`src/rtl/fslps_pkg.sv`:
```
package fslps_pkg;

  localparam int unsigned PageIndexBitsDefault = 18;

  localparam int unsigned VersionBits = 24;
  localparam int unsigned TagBits     = 6;
  localparam int unsigned StrideBits  = 8;
  localparam int unsigned InTdataW    = 56;

  localparam logic [StrideBits-1:0] MinStride = StrideBits'(4);

  localparam logic [TagBits-1:0] TargetIdReset = TagBits'(49);
  localparam logic               BigBlockReset = 1'b0;

  typedef enum logic [0:0] {
    CFG_TARGET_ID = 1'b0,
    CFG_BIG_BLOCK = 1'b1
  } cfg_idx_e;

  // Classified record handed from the front to the back
  typedef struct packed {
    logic                   last;
    logic                   match;
    logic [VersionBits-1:0] version;
    logic [StrideBits-1:0]  stride;
  } rec_t;

endpackage

```
`src/rtl/fslps_front.sv`:
```
module fslps_front (
  input  logic                            clk_i,
  input  logic                            rst_ni,
  input  logic                            cfg_valid_i,
  input  fslps_pkg::cfg_idx_e             cfg_index_i,
  input  logic [fslps_pkg::TagBits-1:0]   cfg_data_i,
  input  logic [fslps_pkg::InTdataW-1:0]  tdata_i,
  input  logic                            tlast_i,
  output fslps_pkg::rec_t                 rec_o
);

  logic [fslps_pkg::TagBits-1:0] target_id_q;
  logic                          big_block_q;

  logic [7:0]  b2, b3, b4, b5, tag;
  logic [15:0] size_word;
  logic [6:0]  pages;
  logic        rem_nz;

  always_ff @(posedge clk_i or negedge rst_ni) begin
    if (!rst_ni) begin
      target_id_q <= fslps_pkg::TargetIdReset;
      big_block_q <= fslps_pkg::BigBlockReset;
    end else if (cfg_valid_i) begin
      unique case (cfg_index_i)
        fslps_pkg::CFG_TARGET_ID: target_id_q <= cfg_data_i;
        fslps_pkg::CFG_BIG_BLOCK: big_block_q <= cfg_data_i[0];
        default: ;
      endcase
    end
  end

  assign b2        = tdata_i[7:0];
  assign b3        = tdata_i[15:8];
  assign b4        = tdata_i[23:16];
  assign b5        = tdata_i[31:24];
  assign size_word = tdata_i[47:32];
  assign tag       = tdata_i[55:48];
  assign pages     = size_word[15:9];
  assign rem_nz    = |size_word[8:0];

  always_comb begin
    rec_o.last    = tlast_i;
    rec_o.match   = (tag[fslps_pkg::TagBits-1:0] == target_id_q);
    rec_o.version = big_block_q ? {b3, b4, b5} : {b4, b3, b2};
    rec_o.stride  = fslps_pkg::MinStride;
    // matching long records skip their whole page count, rounded up
    if (rec_o.match && (fslps_pkg::StrideBits'(pages) >= fslps_pkg::MinStride)) begin
      rec_o.stride = fslps_pkg::StrideBits'(pages) + fslps_pkg::StrideBits'(rem_nz);
    end
  end

endmodule

```
`src/rtl/fslps_queue.sv`:
```
module fslps_queue (
  input  logic            clk_i,
  input  logic            rst_ni,
  input  logic            push_i,
  input  fslps_pkg::rec_t data_i,
  output logic            full_o,
  input  logic            pop_i,
  output logic            valid_o,
  output fslps_pkg::rec_t data_o,
  output logic [1:0]      level_o
);

  localparam int unsigned Depth = 2;

  fslps_pkg::rec_t mem_q [Depth];
  logic            wr_ptr_q, wr_ptr_d;
  logic            rd_ptr_q, rd_ptr_d;
  logic [1:0]      count_q, count_d;

  assign full_o  = (count_q == 2'(Depth));
  assign valid_o = (count_q != 2'd0);
  assign data_o  = mem_q[rd_ptr_q];
  assign level_o = count_q;

  always_comb begin
    wr_ptr_d = push_i ? ~wr_ptr_q : wr_ptr_q;
    rd_ptr_d = pop_i  ? ~rd_ptr_q : rd_ptr_q;
    count_d  = count_q + 2'(push_i) - 2'(pop_i);
  end

  always_ff @(posedge clk_i or negedge rst_ni) begin
    if (!rst_ni) begin
      wr_ptr_q <= 1'b0;
      rd_ptr_q <= 1'b0;
      count_q  <= 2'd0;
    end else begin
      wr_ptr_q <= wr_ptr_d;
      rd_ptr_q <= rd_ptr_d;
      count_q  <= count_d;
    end
  end

  always_ff @(posedge clk_i) begin
    if (push_i) begin
      mem_q[wr_ptr_q] <= data_i;
    end
  end

endmodule

```
`src/rtl/fslps_back.sv`:
```
module fslps_back #(
  parameter int unsigned PageIndexBits = fslps_pkg::PageIndexBitsDefault
) (
  input  logic                              clk_i,
  input  logic                              rst_ni,
  input  logic                              rec_valid_i,
  input  fslps_pkg::rec_t                   rec_i,
  output logic                              pop_o,
  output logic                              out_valid_o,
  input  logic                              out_ready_i,
  output logic [PageIndexBits-1:0]          out_page_o,
  output logic [fslps_pkg::VersionBits-1:0] out_version_o
);

  logic [PageIndexBits-1:0]          page_cnt_q, page_cnt_d;
  logic [PageIndexBits:0]            next_exam_q, next_exam_d;
  logic [PageIndexBits-1:0]          best_page_q, best_page_d;
  logic [fslps_pkg::VersionBits-1:0] best_ver_q, best_ver_d;
  logic                              out_valid_q, out_valid_d;
  logic [PageIndexBits-1:0]          out_page_q, out_page_d;
  logic [fslps_pkg::VersionBits-1:0] out_ver_q, out_ver_d;
  logic                              examined;

  // a non-final record never needs the output slot
  assign pop_o = rec_valid_i && (!rec_i.last || !out_valid_q || out_ready_i);
  assign examined = ({1'b0, page_cnt_q} == next_exam_q);

  always_comb begin
    page_cnt_d  = page_cnt_q;
    next_exam_d = next_exam_q;
    best_page_d = best_page_q;
    best_ver_d  = best_ver_q;
    out_valid_d = out_valid_q && !out_ready_i;
    out_page_d  = out_page_q;
    out_ver_d   = out_ver_q;
    if (pop_o) begin
      if (examined) begin
        if (rec_i.match && (best_ver_q <= rec_i.version)) begin
          best_page_d = page_cnt_q;
          best_ver_d  = rec_i.version;
        end
        next_exam_d = next_exam_q + (PageIndexBits + 1)'(rec_i.stride);
      end
      page_cnt_d = page_cnt_q + PageIndexBits'(1);
      if (rec_i.last) begin
        out_valid_d = 1'b1;
        out_page_d  = best_page_d;
        out_ver_d   = best_ver_d;
        page_cnt_d  = '0;
        next_exam_d = '0;
        best_page_d = '0;
        best_ver_d  = '0;
      end
    end
  end

  always_ff @(posedge clk_i or negedge rst_ni) begin
    if (!rst_ni) begin
      page_cnt_q  <= '0;
      next_exam_q <= '0;
      best_page_q <= '0;
      best_ver_q  <= '0;
      out_valid_q <= 1'b0;
    end else begin
      page_cnt_q  <= page_cnt_d;
      next_exam_q <= next_exam_d;
      best_page_q <= best_page_d;
      best_ver_q  <= best_ver_d;
      out_valid_q <= out_valid_d;
    end
  end

  always_ff @(posedge clk_i) begin
    out_page_q <= out_page_d;
    out_ver_q  <= out_ver_d;
  end

  assign out_valid_o   = out_valid_q;
  assign out_page_o    = out_page_q;
  assign out_version_o = out_ver_q;

endmodule

```
`src/rtl/flash_spare_latest_page_scan_core.sv`:
```
// m_axis_tvalid rises after the final record of a dump is accepted: the record is first
// written into the queue, then the back end pops it and loads the output register.
// Throughput: 1 record per cycle, set by the page/next-page update in the back end;
// a final record waits in the queue only while an earlier result is unaccepted.
// Reset (rst_ni low, asynchronous): scan state and queue cleared, target_id = 49,
// big_block = 0; no startup sweep, ready right after reset.
module flash_spare_latest_page_scan_core #(
  parameter int unsigned PAGE_INDEX_BITS = fslps_pkg::PageIndexBitsDefault
) (
  input  logic                              clk_i,
  input  logic                              rst_ni,
  // config write channel
  input  logic                              cfg_valid_i,
  output logic                              cfg_ready_o,
  input  fslps_pkg::cfg_idx_e               cfg_index_i,
  input  logic [fslps_pkg::TagBits-1:0]     cfg_data_i,
  // spare_b2, spare_b3, spare_b4, spare_b5, size_word, tag_byte
  input  logic                              s_axis_tvalid,
  output logic                              s_axis_tready,
  input  logic [fslps_pkg::InTdataW-1:0]    s_axis_tdata,
  input  logic                              s_axis_tlast,
  // best_page, best_version, zero padding
  output logic                              m_axis_tvalid,
  input  logic                              m_axis_tready,
  output logic [((PAGE_INDEX_BITS+fslps_pkg::VersionBits+7)/8)*8-1:0] m_axis_tdata
);

  localparam int unsigned OutTdataW = ((PAGE_INDEX_BITS + fslps_pkg::VersionBits + 7) / 8) * 8;

  fslps_pkg::rec_t                   front_rec;
  fslps_pkg::rec_t                   q_rec;
  logic                              q_full;
  logic                              q_valid;
  logic                              q_pop;
  logic                              q_push;
  logic [1:0]                        q_level;
  logic [PAGE_INDEX_BITS-1:0]        out_page;
  logic [fslps_pkg::VersionBits-1:0] out_version;

  assign cfg_ready_o   = 1'b1;
  assign s_axis_tready = !q_full;
  assign q_push        = s_axis_tvalid && !q_full;

  fslps_front u_front (
    .clk_i       (clk_i),
    .rst_ni      (rst_ni),
    .cfg_valid_i (cfg_valid_i),
    .cfg_index_i (cfg_index_i),
    .cfg_data_i  (cfg_data_i),
    .tdata_i     (s_axis_tdata),
    .tlast_i     (s_axis_tlast),
    .rec_o       (front_rec)
  );

  fslps_queue u_queue (
    .clk_i   (clk_i),
    .rst_ni  (rst_ni),
    .push_i  (q_push),
    .data_i  (front_rec),
    .full_o  (q_full),
    .pop_i   (q_pop),
    .valid_o (q_valid),
    .data_o  (q_rec),
    .level_o (q_level)
  );

  fslps_back #(
    .PageIndexBits (PAGE_INDEX_BITS)
  ) u_back (
    .clk_i         (clk_i),
    .rst_ni        (rst_ni),
    .rec_valid_i   (q_valid),
    .rec_i         (q_rec),
    .pop_o         (q_pop),
    .out_valid_o   (m_axis_tvalid),
    .out_ready_i   (m_axis_tready),
    .out_page_o    (out_page),
    .out_version_o (out_version)
  );

  assign m_axis_tdata = OutTdataW'({out_version, out_page});

  // queue never holds more than its two entries
  a_level_bound: assert property (@(posedge clk_i) disable iff (!rst_ni)
    q_level <= 2'd2)
    else $error("record queue overfilled");

  // nothing is pushed into a full queue
  a_no_push_full: assert property (@(posedge clk_i) disable iff (!rst_ni)
    q_push |-> (q_level != 2'd2))
    else $error("push into full record queue");

  // a result only appears after a queued record was retired
  a_result_source: assert property (@(posedge clk_i) disable iff (!rst_ni)
    (!m_axis_tvalid && !q_valid) |=> !m_axis_tvalid)
    else $error("result without a queued record");

endmodule
```
`config.mk`:
```
export PLATFORM = sky130hd
export DESIGN_NAME = flash_spare_latest_page_scan_core
export DESIGN_NICKNAME = d
export VERILOG_FILES = /design/src/rtl/fslps_pkg.sv /design/src/rtl/fslps_front.sv /design/src/rtl/fslps_queue.sv /design/src/rtl/fslps_back.sv /design/src/rtl/flash_spare_latest_page_scan_core.sv
export SDC_FILE = /design/constraint.sdc
export NUM_CORES = 1
export LEC_CHECK = 0
export BUFFER_PORTS_ARGS = -buffer_cell sky130_fd_sc_hd__buf_4
export CAP_MARGIN = 20
export CORE_MARGIN = 4
export CORE_UTILIZATION = 61
export CTS_CLUSTER_SIZE = 40
export DETAILED_ROUTE_END_ITERATION = 8
export GPL_ROUTABILITY_DRIVEN = 0
export PLACE_DENSITY_LB_ADDON = 0.25
export SLEW_MARGIN = 0
export SYNTH_ARGS = -nofsm -noshare
export SYNTH_HDL_FRONTEND = slang
export SYNTH_SLANG_ARGS = --single-unit
```
`constraint.sdc`:
```
create_clock -name clk_i -period 8.3 [get_ports clk_i]
set_input_delay 1.66 -clock clk_i [delete_from_list [all_inputs] [get_ports clk_i]]
set_output_delay 1.66 -clock clk_i [all_outputs]
set_load 0.02 [all_outputs]
```
; Yosys cells after proc, flatten, opt, wreduce, memory -nomap -nowiden
; Memory sizes are Yosys's and may differ from the RTL's.
; Index checks and enable logic that the tools add are counted.
[op_classes]
n_bitwise = 3
n_reduce_logical = 18
muxes = 15
n_lt_le_gt_ge = 2
eq_ne = 3
n_addsub = 5
[op_table]
columns = op, count
row1 = two-way mux 24 bit, 4
row2 = two-way mux 18 bit, 4
row3 = two-way mux 19 bit, 2
row4 = less-or-equal comparator 24 bit, 1
row5 = adder 19 x 8 -> 19 bit, 1
row6 = equality test 18 x 19 -> 1 bit, 1
row7 = "adder 18 x 1 -> 18 bit, second input constant", 1
row8 = OR reduction 9 bit, 1
row9 = adder 7 x 1 -> 8 bit, 1
row10 = two-way mux 8 bit, 1
row11 = AND reduction 2 bit, 4
row12 = ">= comparator 7 x 3 -> 1 bit, second input constant", 1
row13 = equality test 6 bit, 1
row14 = logical AND 1 bit, 5
row15 = logical NOT 1 bit, 4
row16 = two-way mux 1 bit, 4
row17 = nonzero test 2 bit, 2
row18 = NOT 1 bit, 3
row19 = adder 2 x 1 -> 2 bit, 1
row20 = "equality test 2 bit, second input constant", 1
row21 = logical OR 1 bit, 2
row22 = subtractor 2 x 1 -> 2 bit, 1
[totals]
output_inout_bits = 51
ramBits = 68
ff_bits = 133
input_bits = 69
mem_count = 1
wordCells = 59
[memory_table]
columns = name, depth, width, read_ports, rd_ports_with_merged_regs, wr, line
row1 = u_queue.mem_q, 2, 34, 1, 0, 1, fslps_queue.sv:15  ; fslps_pkg::rec_t mem_q [Depth];

; Longest topological paths before layout
; An unclocked memory read counts as a cell.
[logic_depth]
word_depth = 6
mapped_depth = 12
ltp_nobuf = 10

; By module
; From an unflattened synthesis, not the netlist that was laid out.
[unflattened]
hier_cells = 894
hier_area_um2 = 10706.5
[by_module_without_submodules]
columns = mod, area_per_inst_um2, n_inst, cells_each, seq_area_each_um2
row1 = fslps_back, 7011.7, 1, 680, 3263.1
row2 = fslps_queue, 2803.9, 1, 121, 2142.1
row3 = fslps_front, 820.8, 1, 82, 178.9
row4 = flash_spare_latest_page_scan_core, 70.1, 1, 11, 0.0

; Worst setup path after synthesis
; Ideal clock, no wire load.
[synth_path]
kind = in2reg
from = in m_axis_tready
to = reg u_back.out_page_q[0] (netlist: u_back.out_page_o[0]) (enable)
stages = 5
slack_ns = 4.286
arrival_time_ns = 3.591
setup_time_ns = 0.423
t_required_ns = 7.877
path_cell_list = nor2b_1 -> or3_1 -> clkbuf_1 -> inv_1 -> clkbuf_1
[synth_via]
elab_chain_cells = 3
[synth_rtl]
columns = item, line
row1 = from (decl), flash_spare_latest_page_scan_core.sv:24  ; input logic m_axis_tready,
row2 = logical OR 1 bit, fslps_back.sv:25  ; assign pop_o = rec_valid_i && (!rec_i.last || !out_valid_q || out_ready_i);
row3 = logical AND 1 bit, fslps_back.sv:25
row4 = AND reduction 2 bit (no line), n/a
row5 = to (signal assigned), fslps_back.sv:74  ; out_page_q <= out_page_d;
row6 = to (decl), fslps_back.sv:20  ; logic [PageIndexBits-1:0] out_page_q, out_page_d;
; No other way between the ends.
; A chain may end at the register's enable or synchronous reset.

; Worst setup path after layout
[layout_path]
from = reg u_queue.rd_ptr_q
to = reg u_back.out_page_q[0] (netlist: u_back.out_page_o[0]) (data pin)
[layout_via]
elab_chain_cells = 5
[layout_rtl]
columns = item, line
row1 = from (decl), fslps_queue.sv:17  ; logic rd_ptr_q, rd_ptr_d;
row2 = from (signal assigned), fslps_queue.sv:38  ; rd_ptr_q <= rd_ptr_d;
row3 = memory (2 x 34 bit) (*), n/a
row4 = less-or-equal comparator 24 bit, fslps_back.sv:38  ; if (rec_i.match && (best_ver_q <= rec_i.version)) begin
row5 = logical AND 1 bit (*), fslps_back.sv:38
row6 = two-way mux 18 bit (*), fslps_back.sv:38
row7 = two-way mux 18 bit (*), fslps_back.sv:37  ; if (examined) begin
; Every way passes the cells marked *; elsewhere a longest branch is shown, timed or not.

==> impl_metrics.json <==
{
  "yosysTopAreaCell": "edfxtp_1",
  "r2r_setup_slack_ns": 3.86,
  "worstSetupPathType": "flip-flop to flip-flop",
  "grt_pass1_wl_um": 36700,
  "maxCapViolations": 0,
  "vias": 7431,
  "die_h_um": 139,
  "ctsResizeCount": 0,
  "tightest_slew_ns": 0.996,
  "worstPathArrival_ns": 4.69,
  "r2r_cells": 9,
  "leakage_nw": 5.26,
  "intPower_mw": 2.68,
  "hold_depth": 1,
  "die-area_um2": 19300,
  "layout_commonest_cell": "buf_4",
  "pwr-share-seq": 0.366,
  "ys_types": 56,
  "cts.sinks": 201,
  "core-area_um2": 16700,
  "cts_hold_buf": 0,
  "fin_cells": 1243,
  "p_comb_frac": 0.389,
  "dr.pass1.iters": 5,
  "worstPathRequired_ns": 8.54,
  "wl_per_cell_um": 18.0,
  "synth_area_leaders": "edfxtp_1 (32%), dfrtp_1 (21%), mux2_2 (6.2%)",
  "route.detailed.drc": 0,
  "vias_per_cell": 5.98,
  "cts_buffer_depth": 3,
  "fin_ws_ns": 3.86,
  "start_util": 0.625,
  "setup_tns_ns": 0,
  "portBuffers": 110,
  "crit_chain": "mux2i_1 > ha_1 > nand4_1 > nor4_1 > o31ai_1 > and2_1 > o21ai_4 > buf_4 > mux2_2",
  "num_rows": 47,
  "p_sw_mw": 1.61,
  "antenna_left": 0,
  "relSlewSlack": 0.336,
  "max_freq_mhz": 225,
  "yosysSeqAreaShare": 0.535,
  "slowest_delay_ns": 1.01,
  "root_buffer": "clkbuf_16",
  "power_mw": 4.29,
  "postCtsSetupRepairBufs": 0,
  "cts_tree": "done",
  "utilization": 0.729,
  "cts_buffers": 21,
  "setup_viol": 0,
  "drt_iter0_markers": 547,
  "hold_slack_ns": 0.529,
  "netlist_area_um2": 10400,
  "ys_ff_latch": 201,
  "clkLatencyLatePin_ns": 0.51,
  "syn_area_per_cell_um2": 11.4,
  "hp-class": "flip-flop to flip-flop",
  "nets": 1115,
  "clkTransAtPathRegs_ns": 0.06,
  "seqCellArea_um2": 5590,
  "antenna_found_initial": 0,
  "yosysWarnings": 0,
  "synthFlopType": "edfxtp_1",
  "worst_clock_skew_ns": 0.0158,
  "synth_top_area_frac": 0.317,
  "min_from": "u_queue.wr_ptr_q",
  "fillers": 1214,
  "p_sw_frac": 0.376,
  "place.detailed.hpwl_um": 14400,
  "cts_max_level": 1,
  "p_per_area_nw_per_um2": 352,
  "routed_wirelength_um": 22300,
  "areaGrowthSynthToFinish_pct": 16.8,
  "drive_gt1_frac": 0.226,
  "n_antenna_cell": 0,
  "synth_edf_count": 110,
  "syn_inst": 915,
  "ir_drop_mv": 0.199,
  "cp-start-kind": "flip-flop",
  "grt_use_total": 0.228,
  "grt_overflow": 0,
  "drv_slew": 0,
  "critical_path.endpoint_type": "flip-flop",
  "synthArstFlopShare": 0.453,
  "dpl.cell_count": 1205,
  "final_area_um2": 12200,
  "fin_crit_sh": 0.535,
  "r2r_end": "u_back.out_page_o[0]",
  "placed_cell_area_um2": 11400,
  "p_clk_frac": 0.245,
  "period_needed_ns": 4.44,
  "grt_max_degree": 96,
  "min_to": "u_queue.wr_ptr_q",
  "r2r-start": "u_queue.rd_ptr_q",
  "status": "finished, final reports clean",
  "critPathMaxFanout": 37,
  "crit_path_top_delay_cell": "dfrtp_2",
  "mostFrequentLayoutCells": "buf_4 (121), edfxtp_1 (110), nand2_1 (89)",
  "grt_pass1_vias": 7373,
  "final_hold_viol_count": 0,
  "multi_input_area_um2": 4430,
  "preCtsSetupSlack_ns": 3.94,
  "rsz0062_at_grt": "no",
  "die_width_um": 139,
  "ios": 120
}
## cell usage after synthesis (17+ instances only)
cell	count
a21oi_1	17
a41oi_1	39
clkbuf_1	32
dfrtp_1	88
edfxtp_1	110
ha_1	37
inv_1	51
mux2_2	57
mux2i_1	48
nand2_1	90
nand3_1	17
nor2_1	44
o21ai_0	68
o22ai_1	24
xnor2_1	26
xor2_1	33
## cell families after synthesis
family | Yosys count | share of synthesized area
AO/OA/AOI/OAI | 181 | 0.113
XOR/XNOR | 59 | 0.0495
adder cells (fa/ha/maj) | 38 | 0.0463
buffers and inverters | 108 | 0.0436
flip-flops | 201 | 0.535
multiplexers | 108 | 0.112
other | 2 | 0.000720
AND/OR/NAND/NOR | 218 | 0.0998
## state kept, by name (all words and copies together) (netlist names), 6 cells and up
signal	cells
u_back.page_cnt_q	18
u_back.out_version_o	24
u_queue.mem_q	68
u_back.out_page_o	18
u_back.best_page_q	18
u_back.best_ver_q	24
u_back.next_exam_q	19
u_front.target_id_q	6
## power by group through the flow
stage	Clock, mW	Combinational [mW]	Sequential, mW
floorplan	0	1.11	1.63
global route	1.11	1.82	1.60
finish	1.05	1.67	1.57
detailed placement	0	1.65	1.58
CTS	1.07	1.66	1.57
global placement	0	1.61	1.57
## per-layer routing
layer | vias to the layer above | GRT usage | part of all wire
met1 | 3580 | 0.325 | 0.43
li1 | 3527 | - | -
met2 | 287 | 0.371 | 0.47
met3 | 37 | 0.0372 | 0.077
met5 | - | 0 | 0
met4 | 0 | 0.0582 | 0.016
## worst max-delay path: cells and delay by family (launching register included)
family | cells | cell delay [ns]
muxes | 2 | 1.04
buffers and inverters | 1 | 0.58
adders and majority gates | 1 | 0.23
DFF | 1 | 1.01
AOI/OAI and AO/OA | 2 | 0.46
and+or+nand+nor | 3 | 0.83
## cell type report
cell class,instances,share of cell area
Multi-Input combinational cell,611,0.364
Clock inverter,11,0.0153
Tap cell,220,0.0226
Timing Repair Buffer,121,0.0746
Inverter,52,0.0160
Clock buffer,27,0.0492
Sequential cell,201,0.458
## how the worst max path moves through the flow
stage	from	to
finish	u_queue.rd_ptr_q	u_back.out_page_o[0]
CTS	u_queue.rd_ptr_q	u_back.out_page_o[0]
global route	u_queue.rd_ptr_q	u_back.best_page_q[5]
detailed placement	u_queue.rd_ptr_q	u_back.out_page_o[0]
global placement	u_queue.rd_ptr_q	u_back.out_page_o[0]
floorplan	m_axis_tready	u_back.out_page_o[0]
Power figures use the tool's default switching activity.
